`config.mk`:
```
export PLATFORM = sky130hd
export DESIGN_NAME = positional_insert_delete_list_core
export DESIGN_NICKNAME = d
export VERILOG_FILES = /design/src/hdl/pidl_pkg.sv /design/src/hdl/pidl_cell.sv /design/src/hdl/pidl_scan.sv /design/src/hdl/positional_insert_delete_list_core.sv
export SDC_FILE = /design/constraint.sdc
export NUM_CORES = 2
export LEC_CHECK = 0
export BUFFER_PORTS_ARGS = -buffer_cell sky130_fd_sc_hd__buf_4
export CORE_MARGIN = 8
export CORE_UTILIZATION = 40
export CTS_CLUSTER_DIAMETER = 50
export DETAILED_ROUTE_END_ITERATION = 10
export SLEW_MARGIN = 20
export SYNTH_ARGS = -nofsm -noshare
export SYNTH_HDL_FRONTEND = slang
export SYNTH_SLANG_ARGS = --single-unit
```
`constraint.sdc`:
```
create_clock -name clk -period 6.8 [get_ports clk]
set_clock_uncertainty 0.05 [all_clocks]
set_input_delay 1.36 -clock clk [delete_from_list [all_inputs] [get_ports clk]]
set_output_delay 1.36 -clock clk [all_outputs]
set_load 0.05 [all_outputs]
```
`src/hdl/pidl_pkg.sv`:
```
package pidl_pkg;

	// request opcodes
	localparam logic [2:0] OP_INS_START = 3'd0;
	localparam logic [2:0] OP_INS_POS   = 3'd1;
	localparam logic [2:0] OP_INS_END   = 3'd2;
	localparam logic [2:0] OP_DEL_START = 3'd3;
	localparam logic [2:0] OP_DEL_POS   = 3'd4;
	localparam logic [2:0] OP_DEL_END   = 3'd5;
	localparam logic [2:0] OP_SEARCH    = 3'd6;

	// result status codes
	localparam logic [2:0] ST_OK       = 3'd0;
	localparam logic [2:0] ST_FULL     = 3'd1;
	localparam logic [2:0] ST_EMPTY    = 3'd2;
	localparam logic [2:0] ST_BADPOS   = 3'd3;
	localparam logic [2:0] ST_NOTFOUND = 3'd4;

	localparam int VAL_W  = 32;
	localparam int POS_W  = 5;
	localparam int FIDX_W = 4;
	localparam int CNT_W  = 5;
	localparam int GRP_W  = 16; // match bits looked at per scan cycle

	// per-cell load select
	typedef struct packed {
		logic take_new;   // load the request value
		logic take_left;  // load lower neighbour (insert shift)
		logic take_right; // load upper neighbour (delete shift)
	} cell_ctrl_t;

endpackage

```
`src/hdl/pidl_cell.sv`:
```
module pidl_cell (
	input  logic                       clk,
	input  pidl_pkg::cell_ctrl_t       ctrl,
	input  logic [pidl_pkg::VAL_W-1:0] new_val,
	input  logic [pidl_pkg::VAL_W-1:0] left_val,
	input  logic [pidl_pkg::VAL_W-1:0] right_val,
	input  logic [pidl_pkg::VAL_W-1:0] cmp_val,
	input  logic                       in_use,
	output logic [pidl_pkg::VAL_W-1:0] val,
	output logic                       match
);
	import pidl_pkg::*;

	logic [VAL_W-1:0] val_q;

	// selects are mutually exclusive; with none set the cell holds
	always_ff @(posedge clk) begin
		if (ctrl.take_new) begin
			val_q <= new_val;
		end else if (ctrl.take_left) begin
			val_q <= left_val;
		end else if (ctrl.take_right) begin
			val_q <= right_val;
		end
	end

	assign val   = val_q;
	assign match = in_use && (val_q == cmp_val);

endmodule

```
`src/hdl/pidl_scan.sv`:
```
module pidl_scan #(
	parameter int NG = 1
) (
	input  logic                          clk,
	input  logic                          arst_n,
	input  logic                          load,
	input  logic [NG*pidl_pkg::GRP_W-1:0] match_in,
	output logic                          hit,
	output logic                          last,
	output logic [((NG > 1) ? $clog2(NG) : 1)+3:0] idx
);
	import pidl_pkg::*;

	localparam int GW = (NG > 1) ? $clog2(NG) : 1;

	logic [NG*GRP_W-1:0] match_q;
	logic [GW-1:0]       grp_q;
	logic [GRP_W-1:0]    cur;
	logic [3:0]          pe;

	assign cur = match_q[grp_q*GRP_W +: GRP_W];

	// lowest set bit of the current group
	always_comb begin
		pe = '0;
		for (int b = GRP_W - 1; b >= 0; b--) begin
			if (cur[b]) begin
				pe = 4'(b);
			end
		end
	end

	assign hit  = |cur;
	assign last = (grp_q == GW'(NG - 1));
	assign idx  = {grp_q, pe};

	always_ff @(posedge clk or negedge arst_n) begin
		if (!arst_n) begin
			grp_q <= '0;
		end else if (load) begin
			grp_q <= '0;
		end else if (!hit && !last) begin
			grp_q <= grp_q + GW'(1);
		end
	end

	always_ff @(posedge clk) begin
		if (load) begin
			match_q <= match_in;
		end
	end

endmodule

```
`src/hdl/positional_insert_delete_list_core.sv`:
```
// Positional insert/delete list: an ordered, packed list of signed 32-bit
// values, CAPACITY entries deep, held in a row of cells.
// Input channel s_*: one request item per handshake (opcode, position, value).
// Output channel m_*: exactly one result item per request (status, found
//   index, count after the request), in request order.
// Timing: a request is taken in IDLE, applied to every cell at once in the
//   next cycle (EXEC), and its result is loaded into the output register in
//   DONE. Insert, delete and no-op go from EXEC straight to DONE; search
//   passes the first-match scan (SCAN) between them, which inspects 16 cell
//   match bits per cycle.
// One request is in flight at a time; s_tready is high only in IDLE.
// A result waiting in the output register does not block the next request;
// only loading the following result waits for m_tready.
// Reset: the count and all control clear at once; cell contents are left
// as they are, since only entries below the count are ever read.
module positional_insert_delete_list_core #(
	parameter int CAPACITY = 16
) (
	input  logic        clk,
	input  logic        arst_n,
	input  logic        s_tvalid,
	output logic        s_tready,
	input  logic [39:0] s_tdata,  // opcode[2:0], position[7:3], value[39:8]
	output logic        m_tvalid,
	input  logic        m_tready,
	output logic [15:0] m_tdata   // status[2:0], found_index[6:3], count[11:7], zero[15:12]
);
	import pidl_pkg::*;

	localparam int CW = $clog2(CAPACITY + 1);       // count width
	localparam int WW = (CW > POS_W) ? CW : POS_W;  // compare width
	localparam int NG = (CAPACITY + GRP_W - 1) / GRP_W;
	localparam int GW = (NG > 1) ? $clog2(NG) : 1;

	localparam logic [1:0] S_IDLE = 2'd0;
	localparam logic [1:0] S_EXEC = 2'd1;
	localparam logic [1:0] S_SCAN = 2'd2;
	localparam logic [1:0] S_DONE = 2'd3;

	logic [1:0]       state_q;
	logic [CW-1:0]    count_q;

	// latched request
	logic [2:0]       op_q;
	logic [POS_W-1:0] pos_q;
	logic [VAL_W-1:0] val_q;

	// pending result
	logic [2:0]        res_status_q;
	logic [FIDX_W-1:0] res_fidx_q;

	logic              m_tvalid_q;
	logic [15:0]       m_tdata_q;

	// request decode
	logic [WW-1:0]  pos_w, cnt_w, cap_w, k_w;
	logic           do_ins, do_del;
	logic [2:0]     ex_status;
	logic [CW-1:0]  count_nx;

	// cell row
	logic [VAL_W-1:0]      cell_val [CAPACITY];
	logic [NG*GRP_W-1:0]   match_vec;

	// scan unit
	logic            scan_load, scan_hit, scan_last;
	logic [GW+3:0]   scan_idx;

	logic [WW-1:0]   cnt_out_w;

	assign s_tready = (state_q == S_IDLE);

	assign pos_w = WW'(pos_q);
	assign cnt_w = WW'(count_q);
	assign cap_w = WW'(CAPACITY);

	always_comb begin
		do_ins    = 1'b0;
		do_del    = 1'b0;
		k_w       = '0;
		ex_status = ST_OK;
		unique case (op_q)
			OP_INS_START, OP_INS_POS, OP_INS_END: begin
				unique case (op_q)
					OP_INS_START: k_w = '0;
					OP_INS_END:   k_w = cnt_w;
					default:      k_w = pos_w;
				endcase
				priority if (cnt_w >= cap_w) begin
					ex_status = ST_FULL;
				end else if (op_q == OP_INS_POS && pos_w > cnt_w) begin
					ex_status = ST_BADPOS;
				end else begin
					do_ins = 1'b1;
				end
			end
			OP_DEL_START, OP_DEL_POS, OP_DEL_END: begin
				unique case (op_q)
					OP_DEL_START: k_w = '0;
					OP_DEL_END:   k_w = cnt_w - WW'(1);
					default:      k_w = pos_w;
				endcase
				priority if (cnt_w == '0) begin
					ex_status = ST_EMPTY;
				end else if (op_q == OP_DEL_POS && pos_w >= cnt_w) begin
					ex_status = ST_BADPOS;
				end else begin
					do_del = 1'b1;
				end
			end
			default: ex_status = ST_OK; // search settles its status in the scan; the spare opcode reports ok
		endcase
	end

	always_comb begin
		priority if (do_ins) begin
			count_nx = count_q + CW'(1);
		end else if (do_del) begin
			count_nx = count_q - CW'(1);
		end else begin
			count_nx = count_q;
		end
	end

	// Row of cells: every cell sees the same decoded request and picks its
	// own source, so a whole shift happens in the EXEC cycle.
	genvar i;
	generate
		for (i = 0; i < CAPACITY; i++) begin : g_cell
			cell_ctrl_t       ctrl;
			logic [VAL_W-1:0] left_v, right_v;
			logic             in_use;

			assign left_v  = (i == 0) ? '0 : cell_val[(i == 0) ? 0 : i - 1];
			assign right_v = (i == CAPACITY - 1) ? cell_val[i]
			                 : cell_val[(i == CAPACITY - 1) ? i : i + 1];
			assign in_use  = (WW'(i) < cnt_w);

			always_comb begin
				ctrl.take_new   = (state_q == S_EXEC) && do_ins && (k_w == WW'(i));
				ctrl.take_left  = (state_q == S_EXEC) && do_ins && (WW'(i) > k_w);
				ctrl.take_right = (state_q == S_EXEC) && do_del && (WW'(i) >= k_w);
			end

			pidl_cell u_cell (
				.clk       (clk),
				.ctrl      (ctrl),
				.new_val   (val_q),
				.left_val  (left_v),
				.right_val (right_v),
				.cmp_val   (val_q),
				.in_use    (in_use),
				.val       (cell_val[i]),
				.match     (match_vec[i])
			);
		end
		if (NG * GRP_W > CAPACITY) begin : g_pad
			assign match_vec[NG*GRP_W-1:CAPACITY] = '0;
		end
	endgenerate

	assign scan_load = (state_q == S_EXEC) && (op_q == OP_SEARCH);

	pidl_scan #(
		.NG (NG)
	) u_scan (
		.clk      (clk),
		.arst_n   (arst_n),
		.load     (scan_load),
		.match_in (match_vec),
		.hit      (scan_hit),
		.last     (scan_last),
		.idx      (scan_idx)
	);

	// sequencer
	always_ff @(posedge clk or negedge arst_n) begin
		if (!arst_n) begin
			state_q <= S_IDLE;
			count_q <= '0;
		end else begin
			unique case (state_q)
				S_IDLE: begin
					if (s_tvalid) begin
						state_q <= S_EXEC;
					end
				end
				S_EXEC: begin
					count_q <= count_nx;
					state_q <= (op_q == OP_SEARCH) ? S_SCAN : S_DONE;
				end
				S_SCAN: begin
					if (scan_hit || scan_last) begin
						state_q <= S_DONE;
					end
				end
				S_DONE: begin
					if (!m_tvalid_q || m_tready) begin
						state_q <= S_IDLE;
					end
				end
				default: state_q <= S_IDLE;
			endcase
		end
	end

	// request and result payload
	always_ff @(posedge clk) begin
		if (s_tvalid && s_tready) begin
			op_q  <= s_tdata[2:0];
			pos_q <= s_tdata[7:3];
			val_q <= s_tdata[39:8];
		end
		if (state_q == S_EXEC) begin
			res_status_q <= ex_status;
			res_fidx_q   <= '0;
		end else if (state_q == S_SCAN && (scan_hit || scan_last)) begin
			res_status_q <= scan_hit ? ST_OK : ST_NOTFOUND;
			res_fidx_q   <= scan_hit ? scan_idx[FIDX_W-1:0] : '0;
		end
	end

	assign cnt_out_w = WW'(count_q);

	// output register
	always_ff @(posedge clk or negedge arst_n) begin
		if (!arst_n) begin
			m_tvalid_q <= 1'b0;
		end else if (state_q == S_DONE && (!m_tvalid_q || m_tready)) begin
			m_tvalid_q <= 1'b1;
		end else if (m_tready) begin
			m_tvalid_q <= 1'b0;
		end
	end

	always_ff @(posedge clk) begin
		if (state_q == S_DONE && (!m_tvalid_q || m_tready)) begin
			m_tdata_q <= {4'd0, cnt_out_w[CNT_W-1:0], res_fidx_q, res_status_q};
		end
	end

	assign m_tvalid = m_tvalid_q;
	assign m_tdata  = m_tdata_q;

endmodule

```
Word-level counts from Yosys, hierarchy flattened
Cells that the tools add are included.

storage, ports and cells
  register bits after elaboration = 596
  word-level logic and storage cells = 322

operators by class
  $lt $le $gt $ge = 50
  reductions and logical operators = 105
  bitwise operators = 1
  add/subtract/negate cells = 3
  multiplexer cells = 92
  equality and inequality tests = 43
  shifts and indexed selects = 1

operator list
  cell                number
  $mux 32             47
  $eq 32x32->1        16
  $logic_and 1x1->1   72
  $mux 4              17
  $reduce_bool 3->1   15
  $eq 5x4->1 const B  8
  $gt 4x5->1 const A  8
  $lt 4x5->1 const A  8
  $ge 4x5->1 const A  7
  $pmux 5 s2          3
  $eq 5x3->1 const B  4
  $ge 3x5->1 const A  4
  $gt 3x5->1 const A  4
  $lt 3x5->1 const A  4
  $reduce_or 16->1    1
  $shiftx 16x6->16    1
  $mux 2              7
  $mux 1              11
  $eq 5x2->1 const B  2
  $ge 1x5->1 const A  2
  $ge 2x5->1 const A  2
  $gt 1x5->1 const A  2
  $gt 2x5->1 const A  2
  $logic_not 5->1     2
  28 further kinds    46

Longest topological paths before layout
  word-level depth = 18
  gate-level depth with buffers = 15
  gate-level depth less buffers = 10

Cells and area by module
A second synthesis with hierarchy kept.

unflattened totals
  cells, all modules = 3314
  area, all modules = 35716.8 µm²

modules (own cells, without submodules)
  module                              times used  cells each  seq. area each (µm²)  area an instance (µm²)
  pidl_cell                           16          184         960.9                 1978.1
  positional_insert_delete_list_core  1           316         1931.9                3357.0
  pidl_scan                           1           54          505.5                 709.4

Least setup slack after synthesis
OpenSTA, ideal clock, no wires.

  path type = register to register
  from = register count_q[1] (netlist: cnt_out_w[1])
  to = register g_cell[1].u_cell.val_q[0] (enable)
  data arrival time = 4879 ps
  clock period less this slack = 5390 ps
  data required time = 6289 ps
  setup slack = 1410 ps
  stages on the path, launching flop included = 11
  setup time = 461 ps
  cells stage by stage = dfrtp_1 -> clkbuf_1 -> inv_1 -> ha_1 -> nor2b_1 -> o21ai_0 -> a21oi_4 -> nor2_1 -> o2bb2ai_1 -> nand3_1 -> nor3_1

between the ends
  word-level cells in the longest chain between the ends = 8
  elaborated cells between the ends (all ways) = 25
  classes of those cells = add/sub (1); order compare (5); eq/ne (1); mux (9); reduce/logical (9)

RTL lines
  element                                                              line                                       text
  start, declared                                                      positional_insert_delete_list_core.sv:41   logic [CW-1:0] count_q;
  start signal, assigned                                               positional_insert_delete_list_core.sv:189  count_q <= count_nx;
  parallel branches: the longest is 7 deep, another holds $sub 5x1->5  --
  $reduce_bool 3->1 (no line) *                                        --
  end signal, assigned                                                 pidl_cell.sv:19                            val_q <= new_val;
  end signal, assigned                                                 pidl_cell.sv:21                            val_q <= left_val;
  end signal, assigned                                                 pidl_cell.sv:23                            val_q <= right_val;
  end, declared                                                        pidl_cell.sv:14                            logic [VAL_W-1:0] val_q;

Mark *: on every way between the ends.
A chain may end at the register's enable or synchronous reset.

Worst setup path after layout
  from = register count_q[4] (netlist: cnt_out_w[4])
  to = register g_cell[14].u_cell.val_q[7] (data pin)

between the ends
  word-level cells in the longest chain between the ends = 9
  elaborated cells between the ends (all ways) = 17
  classes of those cells = add/sub (1); order compare (3); eq/ne (1); mux (8); reduce/logical (4)

RTL lines
  element                                                              line             text
  parallel branches: the longest is 8 deep, another holds $sub 5x1->5  --
  $mux 32 *                                                            pidl_cell.sv:18  if (ctrl.take_new) begin
  end signal, assigned                                                 pidl_cell.sv:19
  end signal, assigned                                                 pidl_cell.sv:21
  end signal, assigned                                                 pidl_cell.sv:23
  end, declared                                                        pidl_cell.sv:14

Marks and branches as above.

==> key figures <==
Floorplan
  • Starting Density: 40.2%
  • Io pins: 62
  • Row cnt: 108
  • Die width: 311 um
  • Die area: 96400 um^2
  • Core ar.: 86300 um^2
  • Die H: 311 um

Power
  • Static leakage: 13.6 nW
  • IR drop worst, VDD: 239 uV
  • Cell Pwr Density: 392 nW/um^2

Yosys
  • Seq/Total Area, Yosys: 51.3%
  • Yosys reg bits: 596
  • Yosys warnings: 0
  • Share of flip-flops with an asynchronous set or reset: 1.51%
  • Average cell area after synthesis: 10.9 um^2
  • Cell Area, Synth: 34700 um^2
  • Cell count after synthesis: 3184
  • Area leader, netlist: edfxtp_1
  • Top cells by area, synth: edfxtp_1 50%, mux2i_1 6.9%, xor2_1 6.7%
  • Netlist cell types: 71
  • Synth top area share: 50.5%
  • Synth Flop Type: edfxtp_1
  • Number of synthesized flops with an enable pin: 583

Clocking
  • CTS Buffer Depth: 3
  • Hold_buf cts: 0
  • CTS resizes: 0
  • H-tree levels: 3
  • Post-CTS setup buffers: 0
  • Worst-path clk slew: 0.06 ns
  • Worst skew pair latency: 0.64 ns
  • Root Driver: clkbuf_16
  • CTS Buf Count: 86
  • Total clock sinks: 596
  • CTS tree: yes

Placement
  • Number of port buffers: 57
  • DP Wirelength: 83700 um
  • Routability cong.: 0.905
  • Setup WS pre-CTS: 1.67 ns
  • Area after DPL: 36100 um^2
  • Dpl cells: 4192

Route
  • DR iter-0 viols: 4278
  • Final ANT Viol Nets: 0
  • Pre-antenna DRT Iters: 9
  • Post-Route WL: 120000 um
  • Vias per cell: 6.03
  • Total number of vias: 26300
  • Post-DR wirelength/cell: 27.5 um
  • Post-route DRC violation count: 0

Setup path
  • Critical-path top delay cell: buf_4
  • Crit path arrival time: 5.40 ns
  • Worst path cell trace: clkinv_1, ha_1, and3_1, a311o_1, a21oi_4, or2_1, clkinv_2, nand2b_2, buf_4, mux2i_1, o21ai_0
  • Crit-path max FO: 62
  • CP Capture Type: flop
  • Worst endpoint required time: 7.08 ns
  • Crit-path max cell delay: 0.74 ns
  • CP Launch Type: flop
  • Setup CP Type: flop to flop

Global routing
  • Vias in the first global route: 24700
  • First-pass GRT wire length: 174000 um
  • Largest net degree at the start of global routing: 92
  • Grt ovf: 0
  • Initial antenna violation count: 4
  • Tot GR Track Use: 23.7%

Cells and area
  • Final nets: 3185
  • Fillers: 7986
  • Sequential cell area: 17800 um^2
  • Final Non-Filler Cells: 4357
  • Fin area: 39200 um^2
  • Area delta synth->final: 12.9%
  • Multi-input logic area: 15300 um^2
  • Ratio of cells with drive above 1 in the final layout: 12.4%
  • Commonest non-fill, non-tap cell in the layout: edfxtp_1
  • Commonest non-fill, non-tap cells in the layout: 583 x edfxtp_1, 275 x nand2_1, 265 x xor2_1

STA
  • Fin. Hold Viols: 0
  • Max Fclk: 0.195 GHz
  • Setup TNS: 0 ns
  • Pins over their slew limit: 0
  • Final Cycle Share: 75.3%
  • Post-layout minimum cycle time: 5.12 ns
  • Unrepaired setup endpoints after global routing: no
  • Hold Slack: 0.370 ns
  • Worst setup margin: 1.68 ns
  • Rel. slew slack: 25.5%
  • Final count of negative-setup-slack endpoints: 0
  • Slew of the pin with the lowest slew margin: 1.12 ns

Job
  • Max Cap Viol: 0

Status
  • Status: complete, no violations

Min path
  • Worst min path class: flop to flop
[synthesized netlist by cell type, types with 15 or more instances]
master and instances:
mux2i_1 238, a21o_1 18, mux2_2 35, nand2_1 277, o22ai_1 34, a21oi_1 141
a31oi_1 51, nor2_1 259, a222oi_1 93, a22oi_1 18, buf_2 67, nand3_1 33
xnor2_1 252, o21ai_0 148, nand4_1 69, xor2_1 265, mux2_4 26, edfxtp_1 583
a22o_1 17, nor3_1 15, buf_4 19, clkbuf_1 184, inv_1 114, nor4_1 84
buf_1 19
[per-layer routing]
| metal | part of all wire (%) | GRT usage [%] | up-vias | wire (um) |
|---|---|---|---|---|
| li1 | - | - | 11500 | - |
| met1 | 42 | 34.5 | 12900 | 50800 |
| met2 | 43 | 34.2 | 1654 | 50900 |
| met3 | 12 | 5.96 | 221 | 14300 |
| met4 | 3.1 | 7.80 | 0 | 3730 |
| met5 | 0 | 0 | - | 0 |
[path summary, 6_finish.rpt]
path	from	endpoint	slack [ns]	cells past startpoint
setup / recovery	cnt_out_w[4]	g_cell[14].u_cell.val[7]	1.68	11
hold / removal	res_status_q[0]	m_tdata[0]	0.37	0
setup reg to reg	cnt_out_w[4]	g_cell[14].u_cell.val[7]	1.68	11
hold reg to reg	res_status_q[0]	m_tdata[0]	0.37	0
max in group asynchronous	arst_n	state_q[1]	6.06	1
min in group asynchronous	arst_n	state_q[0]	0.50	1
[stage by stage]
| stage | power (mW) | util (%) |
|---|---|---|
| 2_1_floorplan | 8.93 | - |
| 3_3_place_gp | 10.5 | 41.8 |
| 3_5_place_dp | 10.6 | 41.8 |
| 4_1_cts | 15.3 | 45.2 |
| 5_1_grt | 15.9 | 45.4 |
| 6_report | 15.4 | 45.4 |
[worst max-delay path, delay by kind of cell, from the launching register on]
kind	cells	cell delay, ns
AND/OR/NAND/NOR	3	0.91
flip-flops	1	0.57
adder cells (fa/ha/maj)	1	0.37
multiplexers	1	0.29
AO/OA/AOI/OAI	3	0.82
buffers and inverters	3	1.78
[where the power goes]
group | internal [mW] | leakage (nW) | switching (mW)
Combinational | 1.61 | 6.75 | 2.76
Sequential | 5.28 | 5.45 | 1.05
Clock | 2.85 | 1.42 | 1.81
[registers in the layout, summed over array words and instances, names as in the netlist]
| name | count |
|---|---|
| g_cell.u_cell.val | 512 |
| val_q | 32 |
| u_scan.match_q | 16 |
| m_tdata | 12 |
| cnt_out_w | 5 |
| pos_q | 5 |
| res_fidx_q | 4 |
| op_q | 3 |
| res_status_q | 3 |
| state_q | 2 |
| m_tvalid | 1 |
| u_scan.grp_q | 1 |
[cell type report]
class	instances	area share [%]
tap	1155	3.69
antenna	2	0.0128
timing repair buffer	149	3.05
sequential	596	45.5
inverter	116	1.11
clock buffer	102	5.94
multi-input combinational	2179	39.1
clock inverter	58	1.62
[kinds of logic after synthesis]
| logic type | after synthesis | synth area share, % |
|---|---|---|
| adders and majority gates | 13 | 0.469 |
| and+or+nand+nor | 789 | 10.4 |
| xor gates and xnor gates | 517 | 13.1 |
| AOI/OAI and AO/OA | 556 | 10.5 |
| DFF | 596 | 51.3 |
| other | 1 | 0.0108 |
| buffers and inverters | 413 | 5.09 |
| muxes | 299 | 9.13 |
(Power assumes the default switching activity.)
